[config.mk]
export PLATFORM = sky130hd
export DESIGN_NAME = rational_arithmetic_unit
export DESIGN_NICKNAME = d
export VERILOG_FILES = /design/src/hw/rtl/rau_pkg.sv /design/src/hw/rtl/rau_divider.sv /design/src/hw/rtl/rational_arithmetic_unit.sv
export SDC_FILE = /design/constraint.sdc
export NUM_CORES = 2
export LEC_CHECK = 0
export BUFFER_PORTS_ARGS = -buffer_cell sky130_fd_sc_hd__buf_2
export CAP_MARGIN = 5
export CELL_PAD_IN_SITES_DETAIL_PLACEMENT = 0
export CELL_PAD_IN_SITES_GLOBAL_PLACEMENT = 2
export CORE_MARGIN = 2
export CORE_UTILIZATION = 40
export CTS_BUF_LIST = sky130_fd_sc_hd__clkbuf_4 sky130_fd_sc_hd__clkbuf_8
export CTS_CLUSTER_DIAMETER = 150
export DETAILED_ROUTE_END_ITERATION = 16
export HOLD_SLACK_MARGIN = 0.06
export PLACE_DENSITY_LB_ADDON = 0.1
export SLEW_MARGIN = 20
export SYNTH_ARGS = -nofsm -noshare
export SYNTH_HDL_FRONTEND = slang
export SYNTH_SLANG_ARGS = --single-unit
[constraint.sdc]
create_clock -name clk -period 23.3 [get_ports clk]
set_clock_uncertainty 0.05 [all_clocks]
set_input_delay 4.66 -clock clk [delete_from_list [all_inputs] [get_ports clk]]
set_output_delay 4.66 -clock clk [all_outputs]
set_load 0.01 [all_outputs]
[src/hw/rtl/rau_pkg.sv]
package rau_pkg;

  localparam int WORD_BITS = 32;

  typedef logic [WORD_BITS-1:0] word_t;

  typedef enum logic [2:0] {
    MODE_ADD = 3'd0,
    MODE_SUB = 3'd1,
    MODE_MUL = 3'd2,
    MODE_DIV = 3'd3,
    MODE_CMP = 3'd4
  } mode_t;

  typedef struct packed {
    logic [2:0]         mode;
    logic signed [31:0] a_num;
    logic signed [31:0] a_den;
    logic signed [31:0] b_num;
    logic signed [31:0] b_den;
  } in_item_t;

  typedef struct packed {
    logic signed [31:0] result_num;
    logic signed [31:0] result_den;
    logic               is_equal;
    logic               invalid;
  } out_item_t;

  // Request and response between the sequencer and the divider.
  typedef struct packed {
    logic  start;
    word_t dividend;
    word_t divisor;
  } div_req_t;

  typedef struct packed {
    logic  done;
    word_t quot;
    word_t rem;
  } div_rsp_t;

endpackage

[src/hw/rtl/rau_divider.sv]
// Unsigned restoring divider, one quotient bit per cycle.
module rau_divider (
  input  logic              clk,
  input  logic              rst_n,
  input  rau_pkg::div_req_t req,
  output rau_pkg::div_rsp_t rsp
);
  import rau_pkg::*;

  localparam int CNT_BITS = $clog2(WORD_BITS + 1);

  logic                busy_r, busy_nxt;
  logic [CNT_BITS-1:0] cnt_r, cnt_nxt;
  word_t               q_r, q_nxt;
  word_t               rem_r, rem_nxt;
  word_t               dvs_r, dvs_nxt;
  logic                done_r, done_nxt;
  logic [WORD_BITS:0]  trial;

  always_comb begin
    busy_nxt = busy_r;
    cnt_nxt  = cnt_r;
    q_nxt    = q_r;
    rem_nxt  = rem_r;
    dvs_nxt  = dvs_r;
    done_nxt = 1'b0;
    trial    = {rem_r, q_r[WORD_BITS-1]} - {1'b0, dvs_r};
    if (req.start) begin
      busy_nxt = 1'b1;
      cnt_nxt  = CNT_BITS'(WORD_BITS);
      q_nxt    = req.dividend;
      rem_nxt  = '0;
      dvs_nxt  = req.divisor;
    end else if (busy_r) begin
      if (!trial[WORD_BITS]) begin
        rem_nxt = trial[WORD_BITS-1:0];
        q_nxt   = {q_r[WORD_BITS-2:0], 1'b1};
      end else begin
        rem_nxt = {rem_r[WORD_BITS-2:0], q_r[WORD_BITS-1]};
        q_nxt   = {q_r[WORD_BITS-2:0], 1'b0};
      end
      cnt_nxt = cnt_r - 1'b1;
      if (cnt_r == CNT_BITS'(1)) begin
        busy_nxt = 1'b0;
        done_nxt = 1'b1;
      end
    end
  end

  always_ff @(posedge clk) begin
    if (!rst_n) begin
      busy_r <= 1'b0;
      cnt_r  <= '0;
      done_r <= 1'b0;
    end else begin
      busy_r <= busy_nxt;
      cnt_r  <= cnt_nxt;
      done_r <= done_nxt;
    end
    q_r   <= q_nxt;
    rem_r <= rem_nxt;
    dvs_r <= dvs_nxt;
  end

  assign rsp.done = done_r;
  assign rsp.quot = q_r;
  assign rsp.rem  = rem_r;

  a_done_ends_busy: assert property (@(posedge clk) disable iff (!rst_n)
    done_r |-> !busy_r) else $error("divider done while busy");
  a_no_start_busy: assert property (@(posedge clk) disable iff (!rst_n)
    busy_r && !req.start |=> busy_r || done_r) else $error("divider dropped work");

endmodule

[src/hw/rtl/rational_arithmetic_unit.sv]
// Sequencing: equal-denominator add/subtract and invalid inputs go from ST_DISP straight
//   to ST_OUT; multiply, divide and compare pass through ST_MUL1 first. Add/subtract with
//   unequal denominators run the gcd loop and three quotients on one 32-step divider,
//   then scale the operands in ST_SCL.
// Throughput: one transaction at a time; in_stall is high while busy or holding a result.
// Reset: synchronous active-low rst_n returns the sequencer to idle, no output.
module rational_arithmetic_unit (
  input  logic               clk,
  input  logic               rst_n,
  input  logic               in_valid,
  output logic               in_stall,
  input  rau_pkg::in_item_t  in_data,
  output logic               out_valid,
  input  logic               out_stall,
  output rau_pkg::out_item_t out_data
);
  import rau_pkg::*;

  typedef enum logic [8:0] {
    ST_IDLE = 9'b000000001,
    ST_DISP = 9'b000000010,
    ST_MUL1 = 9'b000000100,
    ST_GCD  = 9'b000001000,
    ST_LCM  = 9'b000010000,
    ST_FA   = 9'b000100000,
    ST_FB   = 9'b001000000,
    ST_SCL  = 9'b010000000,
    ST_OUT  = 9'b100000000
  } state_t;

  state_t    state_r, state_nxt;
  logic [2:0] mode_r;
  word_t     an_r, ad_r, bn_r, bd_r;
  // gcd operands, then lcm and scale factors
  word_t     gx_r, gx_nxt, gy_r, gy_nxt;
  word_t     lcm_r, lcm_nxt, fa_r, fa_nxt;
  logic      neg_r, neg_nxt;
  logic      wait_r, wait_nxt;
  // shared multiplier with registered product
  word_t     mul_a, mul_b, prod_r;
  word_t     p0_r, p0_nxt;
  out_item_t res_r, res_nxt;
  logic      ovalid_r, ovalid_nxt;
  div_req_t  dreq;
  div_rsp_t  drsp;
  word_t     qsigned;

  rau_divider u_div (.clk(clk), .rst_n(rst_n), .req(dreq), .rsp(drsp));

  function automatic word_t mag(word_t x);
    return x[WORD_BITS-1] ? word_t'(-x) : x;
  endfunction

  assign in_stall  = (state_r != ST_IDLE) || ovalid_r;
  assign out_valid = ovalid_r;
  assign out_data  = res_r;
  assign qsigned   = neg_r ? word_t'(-drsp.quot) : drsp.quot;

  always_comb begin
    mul_a = an_r;
    mul_b = bd_r;
    case (state_r)
      ST_DISP: begin
        case (mode_r)
          MODE_MUL: begin mul_a = an_r; mul_b = bn_r; end
          MODE_DIV, MODE_CMP: begin mul_a = an_r; mul_b = bd_r; end
          default: begin mul_a = ad_r; mul_b = bd_r; end
        endcase
      end
      ST_MUL1: begin
        case (mode_r)
          MODE_MUL: begin mul_a = ad_r; mul_b = bd_r; end
          default: begin mul_a = bn_r; mul_b = ad_r; end
        endcase
      end
      // hold ad*bd in prod_r for the whole gcd loop
      ST_GCD: begin
        mul_a = ad_r;
        mul_b = bd_r;
      end
      ST_SCL: begin
        case (gx_r[1:0])
          2'd0: begin mul_a = an_r; mul_b = fa_r; end
          2'd1: begin mul_a = ad_r; mul_b = fa_r; end
          2'd2: begin mul_a = bn_r; mul_b = lcm_r; end
          default: begin mul_a = bd_r; mul_b = lcm_r; end
        endcase
      end
      default: ;
    endcase
  end

  always_comb begin
    state_nxt  = state_r;
    gx_nxt     = gx_r;
    gy_nxt     = gy_r;
    lcm_nxt    = lcm_r;
    fa_nxt     = fa_r;
    neg_nxt    = neg_r;
    wait_nxt   = wait_r;
    p0_nxt     = p0_r;
    res_nxt    = res_r;
    ovalid_nxt = ovalid_r && out_stall;
    dreq       = '{start: 1'b0, dividend: gx_r, divisor: gy_r};
    case (state_r)
      ST_IDLE: begin
        if (in_valid && !in_stall) state_nxt = ST_DISP;
      end
      ST_DISP: begin
        res_nxt = '0;
        if (ad_r == '0 || bd_r == '0 || mode_r > MODE_CMP) begin
          res_nxt.invalid = 1'b1;
          state_nxt = ST_OUT;
        end else if ((mode_r == MODE_ADD || mode_r == MODE_SUB) && ad_r == bd_r) begin
          res_nxt.result_num = (mode_r == MODE_ADD) ? an_r + bn_r : an_r - bn_r;
          res_nxt.result_den = ad_r;
          state_nxt = ST_OUT;
        end else if (mode_r == MODE_ADD || mode_r == MODE_SUB) begin
          gx_nxt = mag(ad_r);
          gy_nxt = mag(bd_r);
          wait_nxt = 1'b0;
          state_nxt = ST_GCD;
        end else begin
          state_nxt = ST_MUL1;
        end
      end
      ST_MUL1: begin
        // prod_r holds the first product, the multiplier now forms the second
        p0_nxt = prod_r;
        state_nxt = ST_OUT;
        wait_nxt = 1'b1;
      end
      ST_GCD: begin
        // prod_r keeps ad*bd while the loop runs
        if (!wait_r) begin
          if (gy_r == '0) begin
            dreq = '{start: 1'b1, dividend: mag(prod_r), divisor: gx_r};
            neg_nxt = prod_r[WORD_BITS-1];
            wait_nxt = 1'b1;
            state_nxt = ST_LCM;
          end else begin
            dreq.start = 1'b1;
            wait_nxt = 1'b1;
          end
        end else if (drsp.done) begin
          gx_nxt = gy_r;
          gy_nxt = drsp.rem;
          wait_nxt = 1'b0;
        end
      end
      ST_LCM: begin
        if (drsp.done) begin
          lcm_nxt = qsigned;
          dreq = '{start: 1'b1, dividend: mag(qsigned), divisor: mag(ad_r)};
          neg_nxt = qsigned[WORD_BITS-1] ^ ad_r[WORD_BITS-1];
          state_nxt = ST_FA;
        end
      end
      ST_FA: begin
        if (drsp.done) begin
          fa_nxt = qsigned;
          dreq = '{start: 1'b1, dividend: mag(lcm_r), divisor: mag(bd_r)};
          neg_nxt = lcm_r[WORD_BITS-1] ^ bd_r[WORD_BITS-1];
          state_nxt = ST_FB;
        end
      end
      ST_FB: begin
        if (drsp.done) begin
          lcm_nxt = qsigned;   // reuse: now holds fb
          gx_nxt = '0;         // reuse as scale step count
          state_nxt = ST_SCL;
        end
      end
      ST_SCL: begin
        // prod_r holds the product selected in the previous scale step
        gx_nxt = gx_r + 1'b1;
        case (gx_r[2:0])
          3'd1: res_nxt.result_num = prod_r;
          3'd2: res_nxt.result_den = prod_r;
          3'd3: p0_nxt = prod_r;
          3'd4: begin
            if (res_r.result_den == '0 || prod_r == '0) begin
              res_nxt = '0;
              res_nxt.invalid = 1'b1;
            end else begin
              res_nxt.result_num = (mode_r == MODE_ADD) ? res_r.result_num + p0_r
                                                        : res_r.result_num - p0_r;
            end
            wait_nxt = 1'b0;
            state_nxt = ST_OUT;
          end
          default: ;
        endcase
      end
      ST_OUT: begin
        if (wait_r) begin
          // finish multiply, divide or compare with prod_r = second product
          res_nxt = '0;
          if (mode_r == MODE_CMP) begin
            res_nxt.is_equal = (p0_r == prod_r);
          end else if (prod_r == '0) begin
            res_nxt.invalid = 1'b1;
          end else begin
            res_nxt.result_num = p0_r;
            res_nxt.result_den = prod_r;
          end
        end
        ovalid_nxt = 1'b1;
        wait_nxt = 1'b0;
        state_nxt = ST_IDLE;
      end
      default: state_nxt = ST_IDLE;
    endcase
  end

  always_ff @(posedge clk) begin
    if (!rst_n) begin
      state_r  <= ST_IDLE;
      ovalid_r <= 1'b0;
      wait_r   <= 1'b0;
    end else begin
      state_r  <= state_nxt;
      ovalid_r <= ovalid_nxt;
      wait_r   <= wait_nxt;
    end
    if (in_valid && !in_stall) begin
      mode_r <= in_data.mode;
      an_r   <= in_data.a_num;
      ad_r   <= in_data.a_den;
      bn_r   <= in_data.b_num;
      bd_r   <= in_data.b_den;
    end
    prod_r <= word_t'(mul_a * mul_b);
    gx_r   <= gx_nxt;
    gy_r   <= gy_nxt;
    lcm_r  <= lcm_nxt;
    fa_r   <= fa_nxt;
    neg_r  <= neg_nxt;
    p0_r   <= p0_nxt;
    res_r  <= res_nxt;
  end

  a_stall_busy: assert property (@(posedge clk) disable iff (!rst_n)
    state_r != ST_IDLE |-> in_stall) else $error("accepting while busy");
  a_out_from_seq: assert property (@(posedge clk) disable iff (!rst_n)
    $rose(out_valid) |-> $past(state_r) == ST_OUT) else $error("stray result");
  a_invalid_clean: assert property (@(posedge clk) disable iff (!rst_n)
    out_valid && out_data.invalid |-> out_data.result_den == '0 && !out_data.is_equal)
    else $error("invalid result carries data");

endmodule
==> reports/qor.yml <==
status:
  status: "completed"
synthesis:
  synth_top_area_cell: "edfxtp_1"
  ys_async_sr_fraction_pct: 0
  synthDominantCellAreaShare_pct: 25.6
  ys_seq_area_share_pct: 29.0
  synth_edf_count: 422
  synthesis.nets: 6243
  synth_cell_types: 90
  ys_seq_elements: 505
  syn_inst: 5466
  yosys_warnings: 0
  synth.area.top_cells: "edfxtp_1 26%, fa_1 17%, ha_1 5.8%"
  synth_ff_type: "edfxtp_1"
  syn_avg_cell_area_um2: 9.04
  syn-cell-area_um2: 49400
job:
  maxCapViolations: 0
layout:
  fillers: 12200
  area_delta_synth_final_pct: 10.4
  seqCellArea_um2: 14300
  multi_input_comb_area_um2: 31600
  layout_commonest_cell: "inv_1"
  drive_above_1_share_pct: 10.9
  layout_common_cells: "640 x inv_1, 541 x nand2_1, 533 x nor2_1, 422 x edfxtp_1, 411 x fa_1"
  fin_area_um2: 54600
  nNetsFinal: 6331
worst_setup_path:
  crit_buf_inv: 7
  cpLargestDelayFamily: "adder cells"
  start_kind: "flop"
  crit_slowest_cell: "nor4_1"
  cpPeakStageDelay_ns: 0.75
  crit_fanout: 36
  path_class: "flop to flop"
  required_ns: 24.00
  crit_arrival_ns: 11.20
  endpoint_kind: "flop"
routing:
  detail_route.wl_per_cell_um: 30.2
  drc_errors: 0
  drt-initial-drc-count: 6407
  totalWireLength_um: 220000
  drt_pass1_iterations: 8
  vias_per_cell: 6.03
  ant_nets: 0
  vias: 43800
clock_tree:
  post_cts_buffers: 0
  numCtsBuffers: 98
  clk_path_buf_depth: 3
  cts_hold_buf: 0
  clock_latency_ns: 0.85
  cts_tree: "done"
  cts_resized: 0
  clkTransAtPathRegs_ns: 0.06
  root_buffer: "clkbuf_8"
  clock-sinks: 505
  h-tree-depth: 3
global_route:
  grt_pass1_vias: 42400
  grt_usage_pct: 34.4
  grt_overflow_total: 0
  grt_max_degree: 72
  antenna_found_initial: 11
  grt_pass1_wl_um: 312000
floorplanning:
  die_w_um: 355
  pin_count: 203
  start_util_pct: 40.4
  core_um2: 122000
  die_h_um: 355
  rows: 128
  die-area_um2: 126000
min_path:
  hold_path.class: "flop to flop"
place:
  placement.setup.worst_slack_ns: 12.85
  dp_hpwl_um: 166000
  place_area_um2: 52400
  gp_congestion: 0.952
  placement.io_buffers: 202
sta:
  fin_crit_ns: 10.50
  rsz0062_at_grt: "no"
  hold_viol: 0
  setup_viol: 0
  fin_ws_ns: 12.80
  max_freq_mhz: 95.2
  slew_viol_final: 0
  slew_headroom_pct: 16.6
  timing.final.crit_share_pct: 45.1
  tns_ns: 0
  tightest_slew_ns: 1.22
layout make-up:
class | instances | share of cell area (%)
Multi-Input combinational cell | 3961 | 57.9
Sequential cell | 505 | 26.3
Timing Repair Buffer | 346 | 3.83
Antenna cell | 4 | 0.0183
Clock inverter | 40 | 0.731
Inverter | 642 | 4.42
Tap cell | 1625 | 3.73
Clock buffer | 142 | 3.15
cell families (layout without fill, tap and decap cells):
family	count (synthesis)	after routing	synth area share (%)
AOI/OAI and AO/OA	1227	1227	16.9
xor gates and xnor gates	498	498	8.91
adders and majority gates	642	642	22.5
buffers and inverters	1000	1170	7.71
DFF	505	505	29.0
muxes	36	36	0.739
other	0	4	0
and+or+nand+nor	1558	1558	14.2
sequential cells by signal, indices dropped and copies added, names as in the netlist, 3 cells and up:
name	cells
prod_r	32
bn_r	32
u_div.rem_r	32
ad_r	32
fa_r	32
state_r	9
lcm_r	32
bd_r	32
gx_r	32
u_div.cnt_r	6
u_div.q_r	32
out_data	66
gy_r	32
p0_r	32
mode_r	3
u_div.dvs_r	32
an_r	32
synth_stat cells, drive strengths merged, types with 12 or more instances:
cell     instances
nand3           73
a211oi          46
o31ai           66
o21a            20
o21ai          264
nor2           538
nor2b           22
a221o           46
a221oi          49
nor4            52
nand2          542
a22o            43
nand2b          55
nand4           36
inv            641
o21bai          16
ha             231
edfxtp         422
fa             411
a31oi           32
o41ai           21
or3             46
xor2           232
a21o            71
clkbuf         300
or4             18
a21oi          311
xnor2          263
a2111oi         12
and3            30
buf             58
mux2i           32
or2             22
a222oi          94
a22oi           22
o22ai           46
nor3            50
and2            42
o221ai          16
dfxtp           83
worst reg2reg max path, delay by kind of cell, from the launching register on:
kind | cells | cell delay (ns)
adders and majority gates | 9 | 3.86
DFF | 1 | 0.39
xor gates and xnor gates | 1 | 0.18
AOI/OAI and AO/OA | 10 | 2.49
buffers and inverters | 7 | 0.57
and+or+nand+nor | 6 | 2.91
worst paths after layout:
check                                     from             end  slack [ns]  depth (start not counted)
worst max-delay path                state_r[1]      prod_r[31]       12.80                         33
worst min-delay path            u_div.cnt_r[0]  u_div.cnt_r[0]        0.44                          2
worst max register to register      state_r[1]      prod_r[31]       12.80                         33
worst min register to register  u_div.cnt_r[0]  u_div.cnt_r[0]        0.44                          2
routing by layer:
layer | vias to the layer above | share of wire [%] | track usage, %
li1 | 19000 | - | -
met1 | 21900 | 42 | 49.0
met2 | 2421 | 43 | 51.2
met3 | 400 | 10 | 6.30
met4 | 0 | 4.6 | 14.2
met5 | - | 0 | 0
metrics by stage:
stage | cells | util [%] | hold WS, ns
floorplan | 5466 | - | 0.356
global placement | 7077 | 42.9 | 0.428
detailed placement | 7079 | 42.9 | 0.429
CTS | 7261 | 44.6 | 0.438
global route | 7263 | 44.7 | 0.466
finish | 7265 | 44.7 | 0.438
Power is not shown: default switching activity piles up to over one toggle a cycle in this logic, so the estimate is an artifact.
